File: src/tblm_pkg.sv
`timescale 1ns / 1ps
// ----------------------------------------------------------------------------
// tblm_pkg
// Shared types, constants and helper functions for the three-band level meter.
// ----------------------------------------------------------------------------
package tblm_pkg;

  localparam int SAMPLE_BITS   = 16;
  localparam int MAG_BITS      = 17;
  localparam int LEVEL_BITS    = 13;
  localparam int SEQ_BITS      = 32;
  localparam int QUEUE_DEPTH   = 4;
  localparam int QPTR_BITS     = $clog2(QUEUE_DEPTH);
  localparam int MEAN_CAP_BITS = 21;
  localparam int PROD_BITS     = MEAN_CAP_BITS + LEVEL_BITS;
  localparam int SCALE_SHIFT   = 15;
  localparam int SHIFTED_BITS  = PROD_BITS - SCALE_SHIFT;

  localparam logic [MEAN_CAP_BITS-1:0] MEAN_CAP  = 21'h100000;
  localparam logic [LEVEL_BITS-1:0]    LEVEL_MAX = 13'd4096;

  localparam logic KIND_SAMPLE  = 1'b0;
  localparam logic KIND_PUBLISH = 1'b1;

  typedef logic [1:0] band_t;
  localparam band_t BAND_TOTAL = 2'd0;
  localparam band_t BAND_LOW   = 2'd1;
  localparam band_t BAND_MID   = 2'd2;
  localparam band_t BAND_HIGH  = 2'd3;

  typedef struct packed {
    logic                          kind;
    logic signed [SAMPLE_BITS-1:0] sample;
    logic                          stopping;
  } tblm_item_t;

  typedef struct packed {
    logic [SEQ_BITS-1:0]   sequence_res;
    logic                  running;
    logic [LEVEL_BITS-1:0] overall_level;
    logic [LEVEL_BITS-1:0] low_level;
    logic [LEVEL_BITS-1:0] mid_level;
    logic [LEVEL_BITS-1:0] high_level;
  } tblm_result_t;

  // classified item passed from front to back
  typedef struct packed {
    logic                kind;
    logic                stopping;
    logic [MAG_BITS-1:0] mag_total;
    logic [MAG_BITS-1:0] mag_low;
    logic [MAG_BITS-1:0] mag_mid;
    logic [MAG_BITS-1:0] mag_high;
  } tblm_op_t;

  typedef struct packed {
    logic full;
    logic empty;
  } tblm_qstat_t;

  function automatic logic [MAG_BITS-1:0] magnitude(input logic signed [MAG_BITS-1:0] v);
    return v[MAG_BITS-1] ? MAG_BITS'(-v) : MAG_BITS'(v);
  endfunction

  function automatic logic [LEVEL_BITS-1:0] level_scale(input band_t band);
    logic [LEVEL_BITS-1:0] s;
    case (band)
      BAND_TOTAL: s = 13'd1024;
      BAND_LOW:   s = 13'd1536;
      BAND_MID:   s = 13'd4096;
      BAND_HIGH:  s = 13'd3072;
      default:    s = 13'd0;
    endcase
    return s;
  endfunction

endpackage

File: src/tblm_front.sv
`timescale 1ns / 1ps
// ----------------------------------------------------------------------------
// tblm_front
// Accepts items, runs the slow and fast one-pole averages and turns each
// item into band magnitudes for the accumulation side.
// ----------------------------------------------------------------------------
module tblm_front (
  input  logic                  clk,
  input  logic                  rst_n,
  input  logic                  in_valid,
  output logic                  in_stall,
  input  tblm_pkg::tblm_item_t  in_item,
  output logic                  push,
  output tblm_pkg::tblm_op_t    push_op,
  input  tblm_pkg::tblm_qstat_t q_stat
);

  logic signed [tblm_pkg::SAMPLE_BITS-1:0] slow_r, fast_r, prev_r;
  logic signed [tblm_pkg::SAMPLE_BITS-1:0] slow_nxt, fast_nxt;

  logic                                    p_valid_r;
  logic                                    p_kind_r;
  logic                                    p_stop_r;
  logic signed [tblm_pkg::SAMPLE_BITS-1:0] p_s_r, p_slow_r, p_fast_r, p_prev_r;

  logic signed [tblm_pkg::MAG_BITS-1:0] s_ext, slow_ext, fast_ext;
  logic signed [tblm_pkg::MAG_BITS-1:0] d_slow, d_slow_adj, step_slow, slow_sum;
  logic signed [tblm_pkg::MAG_BITS-1:0] d_fast, d_fast_adj, step_fast, fast_sum;

  logic signed [tblm_pkg::MAG_BITS-1:0] e_s, e_slow, e_fast, e_prev;
  logic signed [tblm_pkg::MAG_BITS-1:0] mid_d, high_d, diff_d;
  logic [tblm_pkg::MAG_BITS:0]          hsum;

  logic accept;

  assign in_stall = p_valid_r && q_stat.full;
  assign accept   = in_valid && !in_stall;
  assign push     = p_valid_r && !q_stat.full;

  // averages, division truncating toward zero
  always_comb begin
    s_ext      = {in_item.sample[tblm_pkg::SAMPLE_BITS-1], in_item.sample};
    slow_ext   = {slow_r[tblm_pkg::SAMPLE_BITS-1], slow_r};
    fast_ext   = {fast_r[tblm_pkg::SAMPLE_BITS-1], fast_r};
    d_slow     = s_ext - slow_ext;
    d_slow_adj = d_slow + (d_slow[tblm_pkg::MAG_BITS-1] ? 17'sd15 : 17'sd0);
    step_slow  = d_slow_adj >>> 4;
    slow_sum   = slow_ext + step_slow;
    slow_nxt   = slow_sum[tblm_pkg::SAMPLE_BITS-1:0];
    d_fast     = s_ext - fast_ext;
    d_fast_adj = d_fast + (d_fast[tblm_pkg::MAG_BITS-1] ? 17'sd3 : 17'sd0);
    step_fast  = d_fast_adj >>> 2;
    fast_sum   = fast_ext + step_fast;
    fast_nxt   = fast_sum[tblm_pkg::SAMPLE_BITS-1:0];
  end

  always_ff @(posedge clk) begin
    if (!rst_n) begin
      slow_r    <= '0;
      fast_r    <= '0;
      prev_r    <= '0;
      p_valid_r <= 1'b0;
    end else begin
      if (accept) begin
        p_valid_r <= 1'b1;
        if (in_item.kind == tblm_pkg::KIND_SAMPLE) begin
          slow_r <= slow_nxt;
          fast_r <= fast_nxt;
          prev_r <= in_item.sample;
        end
      end else if (push) begin
        p_valid_r <= 1'b0;
      end
    end
  end

  always_ff @(posedge clk) begin
    if (accept) begin
      p_kind_r <= in_item.kind;
      p_stop_r <= in_item.stopping;
      p_s_r    <= in_item.sample;
      p_slow_r <= slow_nxt;
      p_fast_r <= fast_nxt;
      p_prev_r <= prev_r;
    end
  end

  // band magnitudes
  always_comb begin
    e_s    = {p_s_r[tblm_pkg::SAMPLE_BITS-1], p_s_r};
    e_slow = {p_slow_r[tblm_pkg::SAMPLE_BITS-1], p_slow_r};
    e_fast = {p_fast_r[tblm_pkg::SAMPLE_BITS-1], p_fast_r};
    e_prev = {p_prev_r[tblm_pkg::SAMPLE_BITS-1], p_prev_r};
    mid_d  = e_fast - e_slow;
    high_d = e_s - e_fast;
    diff_d = e_s - e_prev;
    hsum   = {1'b0, tblm_pkg::magnitude(high_d)} + {1'b0, tblm_pkg::magnitude(diff_d)};
    push_op.kind      = p_kind_r;
    push_op.stopping  = p_stop_r;
    push_op.mag_total = tblm_pkg::magnitude(e_s);
    push_op.mag_low   = tblm_pkg::magnitude(e_slow);
    push_op.mag_mid   = tblm_pkg::magnitude(mid_d);
    push_op.mag_high  = hsum[tblm_pkg::MAG_BITS:1];
  end

endmodule

File: src/tblm_queue.sv
`timescale 1ns / 1ps
// ----------------------------------------------------------------------------
// tblm_queue
// Short first-in first-out queue between the front and the back.
// ----------------------------------------------------------------------------
module tblm_queue (
  input  logic                  clk,
  input  logic                  rst_n,
  input  logic                  push,
  input  tblm_pkg::tblm_op_t    push_op,
  input  logic                  pop,
  output tblm_pkg::tblm_op_t    pop_op,
  output tblm_pkg::tblm_qstat_t q_stat
);

  tblm_pkg::tblm_op_t                 entries_r [tblm_pkg::QUEUE_DEPTH];
  logic [tblm_pkg::QPTR_BITS-1:0]     wr_ptr_r, rd_ptr_r;
  logic [tblm_pkg::QPTR_BITS:0]       fill_r;

  assign pop_op       = entries_r[rd_ptr_r];
  assign q_stat.full  = (fill_r == (tblm_pkg::QPTR_BITS+1)'(tblm_pkg::QUEUE_DEPTH));
  assign q_stat.empty = (fill_r == '0);

  always_ff @(posedge clk) begin
    if (!rst_n) begin
      wr_ptr_r <= '0;
      rd_ptr_r <= '0;
      fill_r   <= '0;
    end else begin
      if (push) begin
        wr_ptr_r <= wr_ptr_r + tblm_pkg::QPTR_BITS'(1);
      end
      if (pop) begin
        rd_ptr_r <= rd_ptr_r + tblm_pkg::QPTR_BITS'(1);
      end
      case ({push, pop})
        2'b10:   fill_r <= fill_r + (tblm_pkg::QPTR_BITS+1)'(1);
        2'b01:   fill_r <= fill_r - (tblm_pkg::QPTR_BITS+1)'(1);
        default: fill_r <= fill_r;
      endcase
    end
  end

  always_ff @(posedge clk) begin
    if (push) begin
      entries_r[wr_ptr_r] <= push_op;
    end
  end

endmodule

File: src/tblm_back.sv
`timescale 1ns / 1ps
// ----------------------------------------------------------------------------
// tblm_back
// Accumulates band magnitudes; a publish with samples and no stopping divides
// each sum by the sample count in a shared bit-serial divider and scales it.
// ----------------------------------------------------------------------------
module tblm_back #(
  parameter int SUM_BITS   = 40,
  parameter int COUNT_BITS = 24
) (
  input  logic                   clk,
  input  logic                   rst_n,
  input  tblm_pkg::tblm_qstat_t  q_stat,
  output logic                   pop,
  input  tblm_pkg::tblm_op_t     pop_op,
  output logic                   out_valid,
  input  logic                   out_stall,
  output tblm_pkg::tblm_result_t out_result
);

  localparam int STEP_BITS = $clog2(SUM_BITS);

  typedef enum logic [2:0] {
    ST_RUN = 3'b001,
    ST_DIV = 3'b010,
    ST_LVL = 3'b100
  } state_t;

  state_t                          state_r;
  logic [SUM_BITS-1:0]             total_r, low_r, mid_r, high_r;
  logic [COUNT_BITS-1:0]           count_r;
  logic [tblm_pkg::SEQ_BITS-1:0]   seq_r, seq_nxt;
  tblm_pkg::band_t                 band_r, band_nxt;
  logic [STEP_BITS-1:0]            step_r;
  logic [SUM_BITS-1:0]             quo_r;
  logic [COUNT_BITS-1:0]           rem_r;
  logic                            out_valid_r;
  tblm_pkg::tblm_result_t          out_r;

  logic                            out_free;
  logic                            report_done;
  logic [COUNT_BITS:0]             div_tmp, div_cnt, div_sub;
  logic                            div_ge;
  logic [COUNT_BITS-1:0]           rem_nxt;
  logic [SUM_BITS-1:0]             next_sum;
  logic [tblm_pkg::MEAN_CAP_BITS-1:0] mean_cap;
  logic [tblm_pkg::PROD_BITS-1:0]     prod;
  logic [tblm_pkg::SHIFTED_BITS-1:0]  shifted;
  logic [tblm_pkg::LEVEL_BITS-1:0]    level;

  function automatic logic [SUM_BITS-1:0] sat_add(input logic [SUM_BITS-1:0] acc,
                                                   input logic [tblm_pkg::MAG_BITS-1:0] add);
    logic [SUM_BITS:0] t;
    t = {1'b0, acc} + (SUM_BITS+1)'(add);
    return t[SUM_BITS] ? {SUM_BITS{1'b1}} : t[SUM_BITS-1:0];
  endfunction

  assign out_valid  = out_valid_r;
  assign out_result = out_r;
  assign out_free   = !out_valid_r || !out_stall;
  assign pop        = !q_stat.empty && (state_r == ST_RUN) &&
                      (pop_op.kind == tblm_pkg::KIND_SAMPLE || out_free);
  assign seq_nxt    = seq_r + tblm_pkg::SEQ_BITS'(1);
  assign band_nxt   = band_r + 2'd1;

  // report finished this cycle
  assign report_done = ((state_r == ST_RUN) && pop &&
                        (pop_op.kind == tblm_pkg::KIND_PUBLISH) &&
                        (pop_op.stopping || count_r == '0)) ||
                       ((state_r == ST_LVL) && (band_r == tblm_pkg::BAND_HIGH));

  // restoring division step
  always_comb begin
    div_tmp = {rem_r, quo_r[SUM_BITS-1]};
    div_cnt = {1'b0, count_r};
    div_sub = div_tmp - div_cnt;
    div_ge  = (div_tmp >= div_cnt);
    rem_nxt = div_ge ? div_sub[COUNT_BITS-1:0] : div_tmp[COUNT_BITS-1:0];
  end

  always_comb begin
    case (band_nxt)
      tblm_pkg::BAND_TOTAL: next_sum = total_r;
      tblm_pkg::BAND_LOW:   next_sum = low_r;
      tblm_pkg::BAND_MID:   next_sum = mid_r;
      tblm_pkg::BAND_HIGH:  next_sum = high_r;
      default:              next_sum = total_r;
    endcase
  end

  // capped mean times scale over 32768, clamped
  always_comb begin
    mean_cap = (quo_r > SUM_BITS'(tblm_pkg::MEAN_CAP)) ? tblm_pkg::MEAN_CAP
                                                        : quo_r[tblm_pkg::MEAN_CAP_BITS-1:0];
    prod     = tblm_pkg::PROD_BITS'(mean_cap) *
               tblm_pkg::PROD_BITS'(tblm_pkg::level_scale(band_r));
    shifted  = prod[tblm_pkg::PROD_BITS-1:tblm_pkg::SCALE_SHIFT];
    level    = (shifted > tblm_pkg::SHIFTED_BITS'(tblm_pkg::LEVEL_MAX)) ?
               tblm_pkg::LEVEL_MAX : shifted[tblm_pkg::LEVEL_BITS-1:0];
  end

  // control and accumulators
  always_ff @(posedge clk) begin
    if (!rst_n) begin
      state_r     <= ST_RUN;
      total_r     <= '0;
      low_r       <= '0;
      mid_r       <= '0;
      high_r      <= '0;
      count_r     <= '0;
      seq_r       <= '0;
      band_r      <= tblm_pkg::BAND_TOTAL;
      step_r      <= '0;
      out_valid_r <= 1'b0;
    end else begin
      if (report_done) begin
        out_valid_r <= 1'b1;
      end else if (out_valid_r && !out_stall) begin
        out_valid_r <= 1'b0;
      end
      case (state_r)
        ST_RUN: begin
          if (pop) begin
            if (pop_op.kind == tblm_pkg::KIND_SAMPLE) begin
              total_r <= sat_add(total_r, pop_op.mag_total);
              low_r   <= sat_add(low_r, pop_op.mag_low);
              mid_r   <= sat_add(mid_r, pop_op.mag_mid);
              high_r  <= sat_add(high_r, pop_op.mag_high);
              if (count_r != {COUNT_BITS{1'b1}}) begin
                count_r <= count_r + COUNT_BITS'(1);
              end
            end else begin
              seq_r <= seq_nxt;
              if (pop_op.stopping || count_r == '0) begin
                total_r     <= '0;
                low_r       <= '0;
                mid_r       <= '0;
                high_r      <= '0;
                count_r     <= '0;
              end else begin
                band_r  <= tblm_pkg::BAND_TOTAL;
                step_r  <= '0;
                state_r <= ST_DIV;
              end
            end
          end
        end
        ST_DIV: begin
          step_r <= step_r + STEP_BITS'(1);
          if (step_r == STEP_BITS'(SUM_BITS - 1)) begin
            state_r <= ST_LVL;
          end
        end
        ST_LVL: begin
          if (band_r == tblm_pkg::BAND_HIGH) begin
            total_r     <= '0;
            low_r       <= '0;
            mid_r       <= '0;
            high_r      <= '0;
            count_r     <= '0;
            state_r     <= ST_RUN;
          end else begin
            band_r  <= band_nxt;
            step_r  <= '0;
            state_r <= ST_DIV;
          end
        end
        default: state_r <= ST_RUN;
      endcase
    end
  end

  // divider datapath and result payload
  always_ff @(posedge clk) begin
    case (state_r)
      ST_RUN: begin
        if (pop && pop_op.kind == tblm_pkg::KIND_PUBLISH) begin
          out_r.sequence_res  <= seq_nxt;
          out_r.running       <= !pop_op.stopping;
          out_r.overall_level <= '0;
          out_r.low_level     <= '0;
          out_r.mid_level     <= '0;
          out_r.high_level    <= '0;
          quo_r               <= total_r;
          rem_r               <= '0;
        end
      end
      ST_DIV: begin
        quo_r <= {quo_r[SUM_BITS-2:0], div_ge};
        rem_r <= rem_nxt;
      end
      ST_LVL: begin
        case (band_r)
          tblm_pkg::BAND_TOTAL: out_r.overall_level <= level;
          tblm_pkg::BAND_LOW:   out_r.low_level     <= level;
          tblm_pkg::BAND_MID:   out_r.mid_level     <= level;
          tblm_pkg::BAND_HIGH:  out_r.high_level    <= level;
          default:              out_r.overall_level <= level;
        endcase
        quo_r <= next_sum;
        rem_r <= '0;
      end
      default: rem_r <= '0;
    endcase
  end

endmodule

File: src/three_band_level_meter.sv
`timescale 1ns / 1ps
// ----------------------------------------------------------------------------
// three_band_level_meter
// Three-band audio level meter: filter front, item queue, accumulate and
// publish back.
// ----------------------------------------------------------------------------
// Sample items are taken one per clock while in_stall is low: the front
// registers each sample and its slow and fast averages, a four-entry queue
// decouples it from the back, and the back adds the band magnitudes into
// saturating sums one item per clock while not publishing. A publish item
// with no samples, or with stopping set, yields its result in the cycle
// after the back takes it. Otherwise the back divides the four sums by the
// count in one shared restoring divider at one quotient bit per clock, while
// samples wait in the queue and then at in_stall. The finished report sits
// in an output register, so accumulation carries on while it waits on
// out_stall; a further publish waits until that register is free.
// ----------------------------------------------------------------------------
module three_band_level_meter #(
  parameter int SUM_BITS   = 40,
  parameter int COUNT_BITS = 24
) (
  input  logic                   clk,
  input  logic                   rst_n,
  input  logic                   in_valid,
  output logic                   in_stall,
  input  tblm_pkg::tblm_item_t   in_item,
  output logic                   out_valid,
  input  logic                   out_stall,
  output tblm_pkg::tblm_result_t out_result
);

  logic                  push, pop;
  tblm_pkg::tblm_op_t    push_op, pop_op;
  tblm_pkg::tblm_qstat_t q_stat;

  tblm_front u_front (
    .clk      (clk),
    .rst_n    (rst_n),
    .in_valid (in_valid),
    .in_stall (in_stall),
    .in_item  (in_item),
    .push     (push),
    .push_op  (push_op),
    .q_stat   (q_stat)
  );

  tblm_queue u_queue (
    .clk     (clk),
    .rst_n   (rst_n),
    .push    (push),
    .push_op (push_op),
    .pop     (pop),
    .pop_op  (pop_op),
    .q_stat  (q_stat)
  );

  tblm_back #(
    .SUM_BITS   (SUM_BITS),
    .COUNT_BITS (COUNT_BITS)
  ) u_back (
    .clk        (clk),
    .rst_n      (rst_n),
    .q_stat     (q_stat),
    .pop        (pop),
    .pop_op     (pop_op),
    .out_valid  (out_valid),
    .out_stall  (out_stall),
    .out_result (out_result)
  );

  a_level_range: assert property (@(posedge clk) disable iff (!rst_n)
    out_valid |-> (out_result.overall_level <= tblm_pkg::LEVEL_MAX) &&
                  (out_result.low_level <= tblm_pkg::LEVEL_MAX) &&
                  (out_result.mid_level <= tblm_pkg::LEVEL_MAX) &&
                  (out_result.high_level <= tblm_pkg::LEVEL_MAX))
    else $error("level above full scale");

  a_stop_zero: assert property (@(posedge clk) disable iff (!rst_n)
    (out_valid && !out_result.running) |->
      (out_result.overall_level == '0) && (out_result.low_level == '0) &&
      (out_result.mid_level == '0) && (out_result.high_level == '0))
    else $error("stopping report with nonzero level");

  a_queue_flags: assert property (@(posedge clk) disable iff (!rst_n)
    !(q_stat.full && q_stat.empty) && !(pop && q_stat.empty) && !(push && q_stat.full))
    else $error("queue overrun or underrun");

endmodule
File: config.mk
export PLATFORM = sky130hd
export DESIGN_NAME = three_band_level_meter
export DESIGN_NICKNAME = d
export VERILOG_FILES = /design/src/tblm_pkg.sv /design/src/tblm_front.sv /design/src/tblm_queue.sv /design/src/tblm_back.sv /design/src/three_band_level_meter.sv
export SDC_FILE = /design/constraint.sdc
export NUM_CORES = 2
export LEC_CHECK = 0
export ABC_AREA = 1
export BUFFER_PORTS_ARGS = -buffer_cell sky130_fd_sc_hd__buf_2
export CELL_PAD_IN_SITES_DETAIL_PLACEMENT = 1
export CELL_PAD_IN_SITES_GLOBAL_PLACEMENT = 2
export CORE_ASPECT_RATIO = 1.1
export CORE_MARGIN = 1.5
export CORE_UTILIZATION = 40
export CTS_BUF_LIST = sky130_fd_sc_hd__clkbuf_8
export DETAILED_ROUTE_END_ITERATION = 12
export HOLD_SLACK_MARGIN = 0.06
export PLACE_DENSITY_LB_ADDON = 0.1
export SKIP_LAST_GASP = 1
export SLEW_MARGIN = 20
export SYNTH_ARGS = -nofsm -noshare
export SYNTH_HDL_FRONTEND = slang
export SYNTH_HIERARCHICAL = 1
export SYNTH_SLANG_ARGS = --single-unit
export TNS_END_PERCENT = 5
File: constraint.sdc
create_clock -name clk -period 6.4 [get_ports clk]
set_input_delay 1.28 -clock clk [delete_from_list [all_inputs] [get_ports clk]]
set_output_delay 1.28 -clock clk [all_outputs]
set_load 0.05 [all_outputs]
**Word level (Yosys, flattened, before mapping)**

Memories as Yosys holds them, arrays and structs flattened. A register that Yosys moved wholly into a read port is not among the register bits.
Index checks and enable logic that the tools add are counted.

- Word-level logic and storage cells: 206
- Memories: 1
- Memory bits (writable): 280
- Flip-flop bits (word level): 499
- Output and inout bits: 87
- Bits of input ports: 22

- Equal/unequal tests: 26
- Bitwise gates (word level): 2
- Mux-type cells: 71
- Magnitude comparators: 3
- Add/sub/neg operators: 28
- $mul: 1
- Reduce and logical (&&, ||, !) cells: 43

Memory list:

| name | depth | width | rd ports | clocked after memory_dff | write ports | line | RTL |
|---|---|---|---|---|---|---|---|
| u_queue.entries_r | 4 | 70 | 1 | 1 | 1 | tblm_queue.sv:16 | `tblm_pkg::tblm_op_t entries_r [tblm_pkg::QUEUE_DEPTH];` |

Operators with widths:

| operator | number |
|---|---|
| 40-bit 2-to-1 mux | 15 |
| 40-bit one-hot mux with 2 select lines | 4 |
| 24-bit 2-to-1 mux | 7 |
| 40-bit by 17-bit adder with 41-bit output | 4 |
| 40-bit one-hot mux with 4 select lines | 1 |
| 40-bit one-hot mux with 3 select lines | 1 |
| 52-bit one-hot mux with 2 select lines | 1 |
| 24-bit one-hot mux with 2 select lines | 2 |
| 17-bit 2-to-1 mux | 5 |
| 16-bit by 16-bit subtractor with 17-bit output | 5 |
| 13-bit 2-to-1 mux | 5 |
| 52-bit 2-to-1 mux | 1 |
| 13-bit one-hot mux with 4 select lines | 1 |
| 17-bit negation | 3 |
| 40-bit by 21-bit > comparator with 1-bit output (second input constant) | 1 |
| 21-bit by 13-bit multiplier with 34-bit output | 1 |
| 16-bit negation with 17-bit output | 2 |
| 32-bit by 1-bit adder with 32-bit output (second input constant) | 1 |
| 25-bit by 24-bit >= comparator with 1-bit output | 1 |
| 24-bit by 1-bit adder with 24-bit output (second input constant) | 1 |
| 24-bit logical NOT | 1 |
| 6-bit 2-to-1 mux | 4 |
| 24-bit != test (second input constant) | 1 |
| 24-bit subtractor | 1 |
| other kinds (41) | 105 |

**Depth between registers and ports, before layout**

- Word-level depth: 9
- Depth in mapped cells: 39
- Depth with buffers taken out: 38

**Hierarchy**

The synthesis kept the hierarchy.

Modules (own cells, without submodules):

| module | area each (um2) | sequential area each (um2) | instances | cells each |
|---|---|---|---|---|
| tblm_back | 27,094.7 | 9,038.7 | 1 | 3,723 |
| tblm_front | 13,071.3 | 2,962.8 | 1 | 1,939 |
| tblm_queue | 11,387.2 | 8,588.2 | 1 | 733 |

**Worst setup path before layout**

No wires, ideal clock.

- Kind: register -> register
- Start point: register u_back.band_r[0]
- End point: register u_back.out_r (netlist bit u_back/out_result[16]), data pin
- Setup slack: 604 ps
- Cell stages (with the launch flop): 34
- Buffers on the path: 3
- Data required time: 6,247 ps
- Setup time: 153 ps
- Arrival: 5,644 ps
- Period minus slack after synthesis: 5,796 ps
- Cells stage by stage: dfxtp_1 > inv_1 > ha_1 > inv_1 > clkbuf_1 > buf_1 > nor2_1 > fa_1 > inv_1 > fa_1 > inv_1 > ha_1 > ha_1 > ha_1 > nand2_1 > nor4_1 > fa_1 > nand2_1 > nand2_1 > o21ai_1 > o21ai_1 > a21oi_1 > o21bai_1 > nand3_1 > nand2_1 > nand2_1 > nand2_1 > nand2_1 > nor2_1 > nand3_1 > nor2_2 > nand2_2 > buf_6 > nor2_2

- Cells in the longest elaborated chain, start to end: 7
- Elaborated cells on any way between the ends: 10
- Classes of those cells: mul: 1; order compare: 1; eq/ne: 3; mux: 4; reduce/logical: 1

RTL lines:

| element | line | RTL |
|---|---|---|
| start: declaration | tblm_back.sv:33 | `tblm_pkg::band_t band_r, band_nxt;` |
| start signal: assignment | tblm_back.sv:112 | `band_r <= tblm_pkg::BAND_TOTAL;` |
| start signal: assignment | tblm_back.sv:141 | `band_r <= tblm_pkg::BAND_TOTAL;` |
| start signal: assignment | tblm_back.sv:163 | `band_r <= band_nxt;` |
| 2-bit == test, or another cell as far along | tblm_pkg.sv:67 | `case (band)` |
| 13-bit one-hot mux with 4 select lines * | tblm_pkg.sv:67 |  |
| 21-bit by 13-bit multiplier with 34-bit output * | tblm_back.sv:95 | `prod = tblm_pkg::PROD_BITS'(mean_cap) *` |
| 19-bit by 13-bit > comparator with 1-bit output | tblm_back.sv:98 | `level = (shifted > tblm_pkg::SHIFTED_BITS'(tblm_pkg::LEVEL_MAX)) ?` |
| 13-bit 2-to-1 mux * | tblm_back.sv:98 |  |
| 13-bit 2-to-1 mux * | tblm_back.sv:193 | `case (band_r)` |
| 52-bit one-hot mux with 2 select lines * | tblm_back.sv:175 | `case (state_r)` |
| end: declaration | tblm_back.sv:38 | `tblm_pkg::tblm_result_t out_r;` |

Every way passes the cells marked *; elsewhere a longest branch is shown, timed or not. The select of a mux whose other input is x is not followed.
A chain may end at the register's enable or synchronous reset.

**Worst setup path after layout**

- Start point: register u_back.quo_r[23]
- End point: register u_back.out_r (netlist bit u_back/out_result[22]), data pin

- Cells in the longest elaborated chain, start to end: 7

RTL lines:

| element | line | RTL |
|---|---|---|
| start: declaration | tblm_back.sv:35 | `logic [SUM_BITS-1:0] quo_r;` |
| start signal: assignment | tblm_back.sv:184 | `quo_r <= total_r;` |
| start signal: assignment | tblm_back.sv:189 | `quo_r <= {quo_r[SUM_BITS-2:0], div_ge};` |
| start signal: assignment | tblm_back.sv:200 | `quo_r <= next_sum;` |
| 40-bit by 21-bit > comparator with 1-bit output * | tblm_back.sv:93 | `mean_cap = (quo_r > SUM_BITS'(tblm_pkg::MEAN_CAP)) ? tblm_pkg::MEAN_CAP` |
| 21-bit 2-to-1 mux * | tblm_back.sv:93 |  |
| 21-bit by 13-bit multiplier with 34-bit output * | tblm_back.sv:95 |  |
| 19-bit by 13-bit > comparator with 1-bit output | tblm_back.sv:98 |  |
| 13-bit 2-to-1 mux * | tblm_back.sv:98 |  |
| 13-bit 2-to-1 mux * | tblm_back.sv:193 |  |
| 52-bit one-hot mux with 2 select lines * | tblm_back.sv:175 |  |

Marks and branches as above.

==> metrics.txt <==
status finished clean; H-tree Lvls 4; Relative slew margins 30.06%; Metal-1 WL 75.21 mm; slowest cell on the critical path fa_1; Clock Skew 0.04339 ns; core area 127,400 um2; die area 131,000 um2; measured slew at the worst slew-check pin around 1.0 ns; startpoint types flop; final setup fails 0; drt pass-1 iters 5; antenna-violating nets left 0; Final Critical Period 6.056 ns; kind of critical path reg2reg; Post-CTS Hold Fix Bufs 0; Pleak 23.90 nW; Commonest cells post-synth nand2_1, inv_1, nor2_1; CP Max Fanout 7; Max Used Layer met4; DR WL/cell 20.34 um; r2r worst-path depth 28; ys async rst share 0%; Post-synth EDFFs 495; syn avg cell area just over 8 um2; Max stage delay on crit path 0.43 ns; initial core utilization approximately two fifths; synthesis-to-finish area growth 10.52%; WL final 169.5 mm; Yosys reg bits between 700 and 800; synth warn 6; final hold violation count 0; num ports 109; Placed Cells 8,061; IR drop worst, VDD between 0.0004 and 0.0005 V; Root Buffer clkbuf_8; WP data arrival about 6.8 ns; top-count cell post-synth nand2_1; chip width around 350 um; initial antenna violation count 4; first-pass GRT wire length 265.9 mm; Pwr per Cell Area just over 500 nW/um2; CTS tree built; Hold Crit Class reg2reg; share of the synthesized area in the top cell type between 20% and 30%; Port Buf Inserts 108; Placement Setup Slack -0.05864 ns; Main synth FF type edfxtp_1; Max-Cap Viols 0; Min-Delay Endpoint u_front/p_prev_r[7]; number of fill cells in the layout 15.57k; Core Rows around 140; Worst Path Required 7.10 ns; CTS buffer count 143; r2r setup slk between 0.3 and 0.4 ns; Yosys cell types 81; RSZ-0062 raised after global routing yes; vias in the first global route around 46k; Via-to-Cell Ratio between 5 and 6; HP Start u_front/prev_r[7]; clock slew at reported path FFs 0.07 ns; Worst-Skew Late Latency 0.90 ns; Hold Crit Depth 0; top cells by area, synth edfxtp_1, dfxtp_1, nand2_1; Slew Limit Fails 0; Post-DP HPWL 130.0 mm; initial drt markers 2,294; Cells after Synth 6,395; Critical R2R Launch u_back/quo_r[23]; Residual DRC 0; nets@finish between 6k and 7k; Routability Congestion ~0.90; Final WS setup 0.3440 ns; Clock Sinks between 700 and 800; gr usage total approximately a quarter; Longest Clk Path Bufs 3; Synth Cell Area about 52,000 um2; area leader, netlist edfxtp_1; worst flop-to-flop path endpoint u_back/out_result[22]; Non-Filler Instances 8,332; sequential fraction of the synthesis area 39.94%; Remaining Overflow, GRT 0; period utilization 94.62%; Via Count 44.24k; met3 wire len 4.619 mm; Crit. End Element flop; share of cells above drive strength 1 9.728%; largest net degree at the start of global routing 166; WL met2 roughly 83 mm; Die Y 379.5 um; FMAX between 150 and 200 MHz
==> sequential cells by signal, indices dropped and copies added (netlist names), 3 cells and up, named ones only <==
name               count
u_back/count_r        24
u_back/high_r         40
u_queue/fill_r         3
u_back/low_r          40
u_front/p_prev_r      16
u_back/rem_r          24
u_back/step_r          6
u_queue/entries_r    280
u_back/out_result     85
u_front/fast_r        16
u_back/mid_r          40
u_front/p_fast_r      16
u_front/prev_r        16
u_front/slow_r        16
u_front/p_s_r         16
u_front/p_slow_r      16
u_back/state_r         3
u_back/seq_r          32
u_back/quo_r          40
u_back/total_r        40
==> metrics by stage <==
step | utilization (%) | power [mW] | hold WS, ns | TNS [ns] | cell area (um2)
2_1_floorplan | - | 19.98 | 0.4030 | 0 | 51560
5_1_grt | 44.73 | 31.75 | 0.4353 | -3.274 | 56970
6_report | 44.74 | 29.41 | 0.4209 | 0 | 56980
3_3_place_gp | 42.32 | 24.41 | 0.4089 | 0 | 53900
3_5_place_dp | 42.32 | 24.80 | 0.4112 | -1.182 | 53900
4_1_cts | 44.53 | 29.72 | 0.4128 | 0 | 56720
==> cells in the final DEF, fill, tap and decap left out, drive strengths merged, types with 29 or more instances in the layout <==
master / netlist / routed
a21oi: 534 / 534
a31oi: 40 / 40
buf: 69 / 189
clkbuf: 116 / 150
clkinv: 12 / 65
dfxtp: 286 / 286
edfxtp: 495 / 495
fa: 53 / 53
ha: 324 / 324
inv: 818 / 869
nand2: 1307 / 1307
nand3: 251 / 251
nand3b: 29 / 29
nand4: 74 / 74
nor2: 680 / 680
nor3: 129 / 129
nor4: 35 / 35
o21ai: 531 / 531
o22ai: 76 / 76
xnor2: 91 / 91
xor2: 229 / 229
==> cells by family (layout without fill, tap and decap cells) <==
kind of cell             count (synthesis)  in the layout  share of synthesized area, %
other                                    1              5                      0.007274
buffers and inverters                 1015           1280                         7.876
multiplexers                             3              3                       0.06068
AND/OR/NAND/NOR                       2556           2556                         21.75
adder cells (fa/ha/maj)                377            377                         9.922
AO/OA/AOI/OAI                         1342           1342                         14.86
flip-flops                             781            781                         39.94
XOR/XNOR                               320            320                         5.589
==> where the power goes <==
group	total, mW	leakage (nW)	internal, mW	switching, mW
registers	8.75	6.98	7.96	0.796
clock network	4.77	1.60	2.43	2.33
logic	15.9	15.3	4.58	11.3
==> what timing repair did <==
item	4_1_cts	5_1_grt
endpoints found under the setup margin	36	52
setup buffers	0	7
pin swaps	0	18
gates resized for setup	2	49
==> critical path, delay by kind of cell, from the launching register on <==
| kind | cells | cell delay [ns] |
|---|---|---|
| buffers and inverters | 5 | 0.58 |
| flip-flops | 1 | 0.39 |
| AND/OR/NAND/NOR | 13 | 1.90 |
| XOR/XNOR | 1 | 0.15 |
| adder cells (fa/ha/maj) | 6 | 2.01 |
| AO/OA/AOI/OAI | 3 | 0.79 |
==> cell type report <==
type | instances | area (um2) | share of cell area, %
diodes | 3 | 7.507 | 0.01318
clock buffers | 150 | 2064 | 3.623
clock inverters | 111 | 743.2 | 1.304
inverters | 830 | 3141 | 5.512
multi-input cells | 4600 | 27140 | 47.63
flip-flops and latches | 781 | 20590 | 36.15
well taps | 1668 | 2087 | 3.663
repair buffers | 189 | 1202 | 2.110
==> worst max path at each step <==
stage / slack, ns / cells after the start / start / to
floorplan: 0.60 / 33 / u_back/band_r[0] / u_back/out_result[16]
global placement: 0.006 / 33 / u_back/quo_r[31] / u_back/out_result[8]
detailed placement: -0.06 / 33 / u_back/quo_r[31] / u_back/out_result[2]
CTS: 0.01 / 33 / u_back/quo_r[31] / u_back/out_result[37]
global route: -0.11 / 35 / u_back/quo_r[30] / u_back/out_result[22]
finish: 0.34 / 28 / u_back/quo_r[23] / u_back/out_result[22]
==> per-layer routing <==
layer / up-vias / track usage, %
met5: - / 0
met4: 0 / 9.726
met3: 237 / 3.064
met2: 587 / 45.16
met1: 21580 / 32.36
li1: 21840 / -
(Power assumes the default switching activity.)
